`config.mk`:
```
export PLATFORM = sky130hd
export DESIGN_NAME = bia_map_ram
export DESIGN_NICKNAME = d
export VERILOG_FILES = /design/src/hdl/bia_pkg.sv /design/src/hdl/bia_map_ram.sv
export SDC_FILE = /design/constraint.sdc
export NUM_CORES = 2
export LEC_CHECK = 0
export BUFFER_PORTS_ARGS = -buffer_cell sky130_fd_sc_hd__buf_2
export CORE_UTILIZATION = 50
export DETAILED_ROUTE_END_ITERATION = 6
export PLACE_DENSITY = 0.64
export RECOVER_POWER = 50
export SLEW_MARGIN = 20
export SYNTH_ARGS = -nofsm -noshare
export SYNTH_HDL_FRONTEND = slang
export SYNTH_SLANG_ARGS = --single-unit
```
`constraint.sdc`:
```
create_clock -name clk -period 20.7 [get_ports clk]
set_clock_uncertainty 0.05 [all_clocks]
set_input_delay 4.14 -clock clk [delete_from_list [all_inputs] [get_ports clk]]
set_output_delay 4.14 -clock clk [all_outputs]
set_load 0.02 [all_outputs]
```
`src/hdl/bia_pkg.sv`:
```
// shared types and constants for the bitmap id allocator
`timescale 1ns / 1ps

package bia_pkg;

  localparam int WORD_BITS = 64;
  localparam int BIT_W     = 6;
  localparam int OP_W      = 2;
  localparam int ID_OUT_W  = 12;
  localparam int STAT_W    = 2;

  typedef enum logic [OP_W-1:0] {
    OP_ALLOC   = 2'd0,
    OP_RELEASE = 2'd1,
    OP_CLEAR   = 2'd2,
    OP_NOP     = 2'd3
  } opcode_t;

  typedef enum logic [STAT_W-1:0] {
    ST_OK        = 2'd0,
    ST_EXHAUSTED = 2'd1,
    ST_RANGE     = 2'd2
  } status_t;

  typedef struct packed {
    logic                 found;
    logic [BIT_W-1:0]     bit_idx;
    logic [WORD_BITS-1:0] onehot;
  } scan_res_t;

endpackage

```
`src/hdl/bia_map_ram.sv`:
```
// busy map storage, one write port and one registered read port
`timescale 1ns / 1ps

module bia_map_ram #(
  parameter int DEPTH = 64,
  parameter int AW    = 6
) (
  input  logic                          clk,
  input  logic                          we,
  input  logic [AW-1:0]                 waddr,
  input  logic [bia_pkg::WORD_BITS-1:0] wdata,
  input  logic                          re,
  input  logic [AW-1:0]                 raddr,
  output logic [bia_pkg::WORD_BITS-1:0] rdata
);
  import bia_pkg::*;

  logic [WORD_BITS-1:0] mem [DEPTH];
  logic [WORD_BITS-1:0] rdata_r;

  always_ff @(posedge clk) begin
    if (we) begin
      mem[waddr] <= wdata;
    end
  end

  always_ff @(posedge clk) begin
    if (re) begin
      rdata_r <= mem[raddr];
    end
  end

  assign rdata = rdata_r;

endmodule

```
==> flow_metrics.py <==
metrics = {
    "floorplan": {
        "coreArea_um2": 312000,
        "dieArea_um2": 316000,
        "io_pins": 143,
        "die_w_um": 562,
        "die_h_um": 562,
        "num_rows": 205,
        "start_util": 0.503,
    },
    "route": {
        "drt_iter0_drc": 10900,
        "wl_per_cell_um": 37.9,
        "ant_nets": 0,
        "drt-total-wl_mm": 435,
        "drc": 0,
        "num_vias": 76200,
        "dr.pass1.iters": 6,
        "viasPerCell": 6.64,
    },
    "worst_setup_path": {
        "slowest_delay_ps": 3510,
        "path_buf_inv": 2,
        "start_kind": "primary input",
        "critical_path.top_delay_family": "buffers and inverters",
        "worstPathMaxFanout": 33,
        "cp.arrival_ps": 8980,
        "cp.required_ps": 21200,
        "cp.depth": 2,
        "r2r.worst_path.cells": 5,
        "cp_cell_sequence": "clkbuf_1, buf_4",
        "crit_path_end_kind": "register",
        "crit_path_top_delay_cell": "clkbuf_1",
        "worstSetupPathType": "primary input to register",
    },
    "synth": {
        "ys_seq_area_frac": 0.796,
        "synth.area.top_cells": "edfxtp_1 (80%), mux4_2 (15%), mux2i_1 (0.86%), a22oi_1 (0.80%), buf_2 (0.54%)",
        "synth_area_um2": 157000,
        "ys_warn_count": 0,
        "synth_top_area_frac": 0.796,
        "synth_cell_type_count": 32,
        "ys_seq_elements": 4160,
        "synth_fp_nets": 6677,
        "synth_top_cell_by_area": "edfxtp_1",
        "synthCells": 6598,
        "postSynthAreaPerCell_um2": 23.8,
    },
    "global_routing": {
        "gr-total-overflow": 0,
        "grt_pass1_wl_mm": 603,
        "grt_pass1_vias": 76100,
        "grt_max_degree": 122,
        "grt_usage": 0.276,
        "antenna_found_initial": 36,
    },
    "clock_tree": {
        "cts_root_buf": "clkbuf_16",
        "clock_sinks": 4160,
        "clock_latency_ps": 970,
        "path_clk_slew_ps": 60,
        "numCtsBuffers": 406,
        "htree_levels": 5,
        "cts_tree": "built",
        "clockBufferDepth": 4,
        "cts.repair.resized": 0,
        "post-cts-setup-buffers": 0,
        "hold_buffers": 0,
    },
    "sta": {
        "finalSetupViolations": 0,
        "rsz0062_at_grt": "false",
        "tightestPinTransition_ps": 5120,
        "tns_ps": 0,
        "fin_crit_ps": 8480,
        "slew_violations": 4186,
        "finalCritPeriodShare": 0.410,
        "max_freq_ghz": 0.118,
        "hold_violations": 0,
        "slew_headroom": -2.41,
    },
    "pwr": {
        "powerDensity_nw_per_um2": 98.3,
        "ir_worst_vdd_v": 0.0000785,
        "leakage_nw": 54.4,
        "power.total_mw": 17.3,
    },
    "outcome": {
        "violations": "max-capacitance violations, max-slew violations",
        "status": "complete, but fails checks",
    },
    "finish": {
        "layout_common_cells": "edfxtp_1 (4160), mux4_2 (1024), clkbuf_16 (409)",
        "drive_above_1_share": 0.267,
        "layout_commonest_cell": "edfxtp_1",
        "syn_to_final_growth_pct": 12.2,
        "fin_nets": 7074,
    },
    "run": {
        "drv_cap": 70,
    },
    "place": {
        "port_buffers": 142,
        "dp_hpwl_mm": 227,
        "gp_congestion": 0.785,
    },
    "worst_hold_path": {
        "hold_depth": 4,
        "holdCritPathClass": "register to register",
    },
}
[registers in the layout (all words and copies together) (netlist names)]
signal / count
mem: 4096
rdata: 64
[Yosys cell counts, drive strengths merged]
master      n
a211oi     63
nand3b      2
o22ai      83
or3        29
and3       64
a2bb2oi    19
inv        19
mux2i     135
nand3      45
or3b        1
or2        28
a22o       88
and2        3
edfxtp   4160
nor2      112
clkbuf    140
nor2b      28
nand2      58
nand2b     11
a22oi     168
nand4       2
buf       230
o221ai     38
nand4b      1
mux4     1024
nor3        2
a31o        1
a41oi      26
a31oi      18
[metrics by stage]
stage / worst slack [ps] / instance area (um2) / utilization / std cells / hold slack (ps)
2_1_floorplan: 11070 / 157000 / - / 6598 / 815
3_5_place_dp: 10850 / 163000 / 0.524 / 10700 / 855
3_3_place_gp: 10730 / 163000 / 0.523 / 10700 / 845
6_report: 12220 / 176000 / 0.564 / 11500 / 860
5_1_grt: 11870 / 176000 / 0.564 / 11500 / 914
4_1_cts: 11840 / 176000 / 0.564 / 11400 / 866
[layer usage]
layer / routed length (um) / GRT usage
met5: 38 / 0
met4: 14500 / 0.0821
met3: 45300 / 0.0505
met2: 214000 / 0.453
met1: 161000 / 0.381
[power breakdown]
part | total [mW] | internal, mW | leakage [nW] | switching, mW
clock | 7.14 | 3.97 | 6.19 | 3.17
sequential | 9.39 | 9.36 | 37.5 | 0.0288
combinational | 0.782 | 0.277 | 10.8 | 0.504
[worst reg2reg max path, stage by stage (launching register included)]
cell and delay (ps):
edfxtp_1 370, mux4_2 470, nor2b_1 140, a211oi_1 640
o22ai_1 270, and3_1 220
[area by class of cell]
| type | count | area (um2) |
|---|---|---|
| fill | 22400 | 136000 |
| sequential | 4160 | 125000 |
| multi-input combinational | 2049 | 30700 |
| clock buffer | 484 | 10500 |
| tap | 4140 | 5180 |
| timing repair buffer | 359 | 2450 |
| clock inverter | 244 | 2240 |
| inverter | 19 | 71.3 |
| antenna | 17 | 42.5 |
[path summary, 6_finish.rpt]
| kind | endpoint | start | slack (ps) |
|---|---|---|---|
| max | rdata[38] | re | 12220 |
| max reg2reg | rdata[10] | mem[13][10] | 18270 |
| min | rdata[2] | mem[47][2] | 860 |
| min reg2reg | rdata[2] | mem[47][2] | 860 |
[cells by family after synthesis]
| group | Yosys count | synth area share |
|---|---|---|
| AND/OR/NAND/NOR | 386 | 0.0123 |
| AO/OA/AOI/OAI | 504 | 0.0247 |
| multiplexers | 1159 | 0.156 |
| buffers and inverters | 389 | 0.0118 |
| flip-flops | 4160 | 0.796 |
No activity file was read; power rests on OpenSTA's default activity.
