File: config.mk
export PLATFORM = sky130hd
export DESIGN_NAME = bia_word_scan
export DESIGN_NICKNAME = d
export VERILOG_FILES = /design/src/hdl/bia_pkg.sv /design/src/hdl/bia_word_scan.sv
export SDC_FILE = /design/constraint.sdc
export NUM_CORES = 1
export LEC_CHECK = 0
export ABC_AREA = 1
export BUFFER_PORTS_ARGS = -buffer_cell sky130_fd_sc_hd__buf_2
export CORE_MARGIN = 4
export CORE_UTILIZATION = 42
export DETAILED_ROUTE_END_ITERATION = 6
export PLACE_DENSITY = 0.92
export SLEW_MARGIN = 20
export SYNTH_ARGS = -nofsm -noshare
export SYNTH_HDL_FRONTEND = slang
export SYNTH_SLANG_ARGS = --single-unit
export TNS_END_PERCENT = 30
File: constraint.sdc
create_clock -name vclk -period 1.2
set_clock_uncertainty 0.2 [all_clocks]
set_input_delay 0.06 -clock vclk [all_inputs]
set_output_delay 0.06 -clock vclk [all_outputs]
set_load 0.01 [all_outputs]
File: src/hdl/bia_pkg.sv
// shared types and constants for the bitmap id allocator
`timescale 1ns / 1ps

package bia_pkg;

  localparam int WORD_BITS = 64;
  localparam int BIT_W     = 6;
  localparam int OP_W      = 2;
  localparam int ID_OUT_W  = 12;
  localparam int STAT_W    = 2;

  typedef enum logic [OP_W-1:0] {
    OP_ALLOC   = 2'd0,
    OP_RELEASE = 2'd1,
    OP_CLEAR   = 2'd2,
    OP_NOP     = 2'd3
  } opcode_t;

  typedef enum logic [STAT_W-1:0] {
    ST_OK        = 2'd0,
    ST_EXHAUSTED = 2'd1,
    ST_RANGE     = 2'd2
  } status_t;

  typedef struct packed {
    logic                 found;
    logic [BIT_W-1:0]     bit_idx;
    logic [WORD_BITS-1:0] onehot;
  } scan_res_t;

endpackage

File: src/hdl/bia_word_scan.sv
// find-first-free unit over one map word
`timescale 1ns / 1ps

module bia_word_scan (
  input  logic [bia_pkg::WORD_BITS-1:0] word_in,
  input  logic [bia_pkg::WORD_BITS-1:0] mask_in,
  output bia_pkg::scan_res_t            res
);
  import bia_pkg::*;

  logic [WORD_BITS-1:0] eff;
  logic [WORD_BITS-1:0] sel;
  logic [BIT_W-1:0]     idx;

  // masked bits count as busy; lowest zero isolated by the carry of +1
  assign eff = word_in | mask_in;
  assign sel = ~eff & (eff + WORD_BITS'(1));

  always_comb begin
    idx = '0;
    for (int b = 0; b < WORD_BITS; b++) begin
      if (sel[b]) begin
        idx = idx | BIT_W'(b);
      end
    end
  end

  assign res.found   = ~&eff;
  assign res.bit_idx = idx;
  assign res.onehot  = sel;

endmodule

==> impl_metrics.tcl, run 1 <==
set metrics [dict create \
    status "stopped before the end" \
    haltStage "global routing (5_1_grt)" \
    firstError "[ERROR GRT-0116] Global routing finished with congestion. Check the congestion regions in the DRC Viewer." \
    rows 32 \
    yosys.area.top_type "nor2_1" \
    synth.area.top_cells "nor2_1, nand2_1, inv_1, nand3_1, nand2_2" \
    ctsHoldBuffers 0 \
    io_buffers 199 \
    synth_area_per_cell_um2 4.17 \
    grt_pass1_wl_um 56200 \
    postPlaceCellArea_um2 5860 \
    grt_max_degree 9 \
    synth_cell_types 14 \
    synth_nets 945 \
    die_w_um 98.1 \
    track_usage 0.755 \
    syn_inst 817 \
    grt_overflow_total 59 \
    io_pins 199 \
    place.gp.congestion 1.08 \
    ys_seq_area_frac 0 \
    die_h_um 98.1 \
    start_util 0.437 \
    synthesis.area_um2 3410 \
    synth_top_area_frac 0.285 \
    yosys_warnings 0 \
    grt_pass1_vias 9297 \
    dp_hpwl_um 15800 \
]
## metal layers
| metal | overflow | GRT usage |
|---|---|---|
| met5 | 1 | 0.344 |
| met4 | 28 | 0.737 |
| met3 | 2 | 0.674 |
| met2 | 28 | 0.910 |
| met1 | 0 | 0.720 |
## kinds of logic after synthesis
kind of cell           count (synthesis)  share of synthesized area
AO/OA/AOI/OAI                          2                    0.00294
AND/OR/NAND/NOR                      645                      0.810
buffers and inverters                170                      0.187
## synth_stat cells
library cell	instances
o21ai_0	2
nor2_2	15
inv_2	1
nand3_1	53
nor2_1	259
nand2_1	246
nor4_1	2
nand4_1	14
inv_1	169
nand2_2	15
nand3_2	8
nor3_1	17
nor2_4	7
nand3b_1	9
## stage by stage
stage                     setup WS, ns  TNS, ns  hold WS (ns)  cells   util
after floorplan                 -0.196    -1.14       -0.0519    817      -
after global placement          -0.750   -27.94         0.201   1269  0.751
after detailed placement        -0.854   -32.63         0.214   1269  0.751
after CTS                       -0.666   -25.85         0.268   1291  0.879
## timing repair
| item | CTS |
|---|---|
| setup endpoints to repair | 66 |
| gates resized for setup | 227 |
| buffers inserted | 24 |
| pin swaps | 59 |
==> inputs of run 2 (changes only) <==
--- a/config.mk
+++ b/config.mk
@@ -8,9 +8,9 @@
 export ABC_AREA = 1
 export BUFFER_PORTS_ARGS = -buffer_cell sky130_fd_sc_hd__buf_2
 export CORE_MARGIN = 4
-export CORE_UTILIZATION = 42
+export CORE_UTILIZATION = 32
 export DETAILED_ROUTE_END_ITERATION = 6
-export PLACE_DENSITY = 0.92
+export PLACE_DENSITY_LB_ADDON = 0.15
 export SLEW_MARGIN = 20
 export SYNTH_ARGS = -nofsm -noshare
 export SYNTH_HDL_FRONTEND = slang
==> constraint.sdc (replaced) <==
create_clock -name vclk -period 1.55
set_clock_uncertainty 0.2 [all_clocks]
set_input_delay 0.0775 -clock vclk [all_inputs]
set_output_delay 0.0775 -clock vclk [all_outputs]
set_load 0.01 [all_outputs]
==> impl_metrics.tcl, run 2 <==
set metrics [dict create \
    status "complete, but fails checks" \
    violations "setup timing" \
    cp_data_required_time_ns 1.27 \
    wirelength_um 20700 \
    synth_xor_area_frac 0 \
    start_util 0.329 \
    syn_inst 817 \
    track_usage 0.282 \
    synth.most_common_cell "nor2_1" \
    grt_setup_unrepaired "true" \
    grt_pass1_wl_um 29400 \
    worstSetupEndpointType "output pin" \
    fillers 839 \
    synth_top_area_frac 0.285 \
    wl_per_cell_um 15.1 \
    seq_cell_count 0 \
    drc_errors 0 \
    finalMaxSlewViolations 0 \
    io_buffers 199 \
    die-area_um2 12400 \
    min_path_type "primary input to output pin" \
    vias_per_cell 4.92 \
    ir_drop_v 0.000139 \
    n_antenna_cell 0 \
    final_common_cell "buf_4" \
    p_leak_nw 4.90 \
    firstDrtPassIters 5 \
    synth_fa_ha_area_frac 0 \
    synth_top_family_by_area "simple AND/OR/NAND/NOR gates" \
    io_pins 199 \
    synthTopCellsByCount "nor2_1, nand2_1, inv_1" \
    die_w_um 111 \
    synth-compound-area-share 0.00294 \
    antenna_found_initial 0 \
    worstPathMaxFanout 5 \
    final_cell_mix "buf_4, nand2_1, buf_2" \
    antenna_left 0 \
    fin_crit_sh 1.27 \
    drv_cap 0 \
    grt_max_degree 9 \
    yosys_warnings 0 \
    syn_to_final_growth_pct 136 \
    synth_nets 945 \
    yosys-mux-area-fraction 0 \
    synth_cell_types 14 \
    clock_buffers 0 \
    yosys.area.top_type "nor2_1" \
    worst_setup_path_start_kind "primary input" \
    vias 6748 \
    synth_area_per_cell_um2 4.17 \
    grt_overflow_total 0 \
    setup_viol 56 \
    period_minus_slack_ns 1.97 \
    p_per_area_nw_per_um2 214 \
    drive_gt1_frac 0.604 \
    crit_family "simple AND/OR/NAND/NOR gates" \
    worstPathArrival_ns 1.69 \
    synthSimpleGateAreaFrac 0.810 \
    cp_common_cell "nor2_4" \
    nets 1365 \
    detail_route.iter0.violations 503 \
    synthesis.area_um2 3410 \
    seq_area_um2 0 \
    grt_pass1_vias 6133 \
    rows 37 \
    final-hold-violation-count 0 \
    die_h_um 111 \
    dp_hpwl_um 15400 \
    setup_ws_ns -0.417 \
    worstPathCellList "buf_6 -> nor2_2 -> buf_6 -> nor2_4 -> nand2_2 -> nor2_4 -> nand2_4 -> nor2_4 -> nand3_4 -> nor2_4 -> nor2_4 -> nand2_1 -> nor2_1 -> nand3_1 -> buf_2" \
    synth.area.top_cells "nor2_1, nand2_1, inv_1, nand3_1, nand2_2" \
    finalPower_w 0.00172 \
    worstHoldPathCells 5 \
    setup-tns-final_ns -9.91 \
    fmax_mhz 509 \
    maxSlewHeadroom 0.777 \
    cp_slowest_cell "nor2_4" \
    crit_cells 15 \
    fin_hold_ws_ns 0.320 \
    cp_num_buf_inv 3 \
    ys_seq_area_frac 0 \
    max_stage_delay_ns 0.20 \
    worstSetupPathType "primary input to output pin" \
    worst_pin_slew_ns 0.333 \
    core_um2 10400 \
    place.gp.congestion 0.949 \
]
## run 2: cell counts after synthesis
Identical to the previous run, type by type.
## run 2: per-layer routing
layer,part of all wire,global-route usage,vias up,wire length (um)
met5,0,0,-,0
met4,0.028,0.0357,0,578
met3,0.084,0.0333,78,1750
met2,0.48,0.487,385,10000
met1,0.40,0.387,3021,8340
li1,-,-,3264,-
## run 2: per-stage QoR
stage	std cells	utilization	setup WS (ns)	cell area, um^2
6_report	1371	0.775	-0.417	8040
3_3_place_gp	1335	0.574	-0.522	5950
3_5_place_dp	1335	0.574	-0.516	5950
4_1_cts	1355	0.684	-0.348	7090
2_1_floorplan	817	-	0.0318	3410
5_1_grt	1371	0.775	-0.505	8040
## run 2: kinds of logic after synthesis
kind of cell	after synthesis
and+or+nand+nor	645
buffers and inverters	170
AOI/OAI and AO/OA	2
## run 2: final timing paths
path                     from      end  slack, ns
hold / removal     word_in[4]   res[4]       0.32
setup / recovery  word_in[17]  res[69]      -0.42
## run 2: report_power, final
group	internal [W]	switching [W]	total [W]
Sequential	0	0	0
Combinational	0.000774	0.000947	0.00172
Clock	0	0	0
## run 2: tightest hold or removal path: stages
cell,delay [ns]
buf_6,0.08
inv_4,0.03
nand2_4,0.08
nor2_1,0.04
buf_2,0.13
## run 2: layout make-up
| class | instances | area (um^2) | share of cell area |
|---|---|---|---|
| inverter | 170 | 643 | 0.0800 |
| multi-input combinational | 647 | 4110 | 0.511 |
| tap | 136 | 170 | 0.0212 |
| timing repair buffer | 418 | 3120 | 0.388 |
## run 2: what timing repair did
| action | in CTS | in global routing |
|---|---|---|
| pin swaps | 67 | 96 |
| gates resized for setup | 271 | 226 |
| hold endpoints to repair | 0 | 0 |
| hold buffers | 0 | 0 |
| buffers inserted | 24 | 18 |
| setup endpoints to repair | 56 | 61 |
Power figures use the tool's default switching activity.
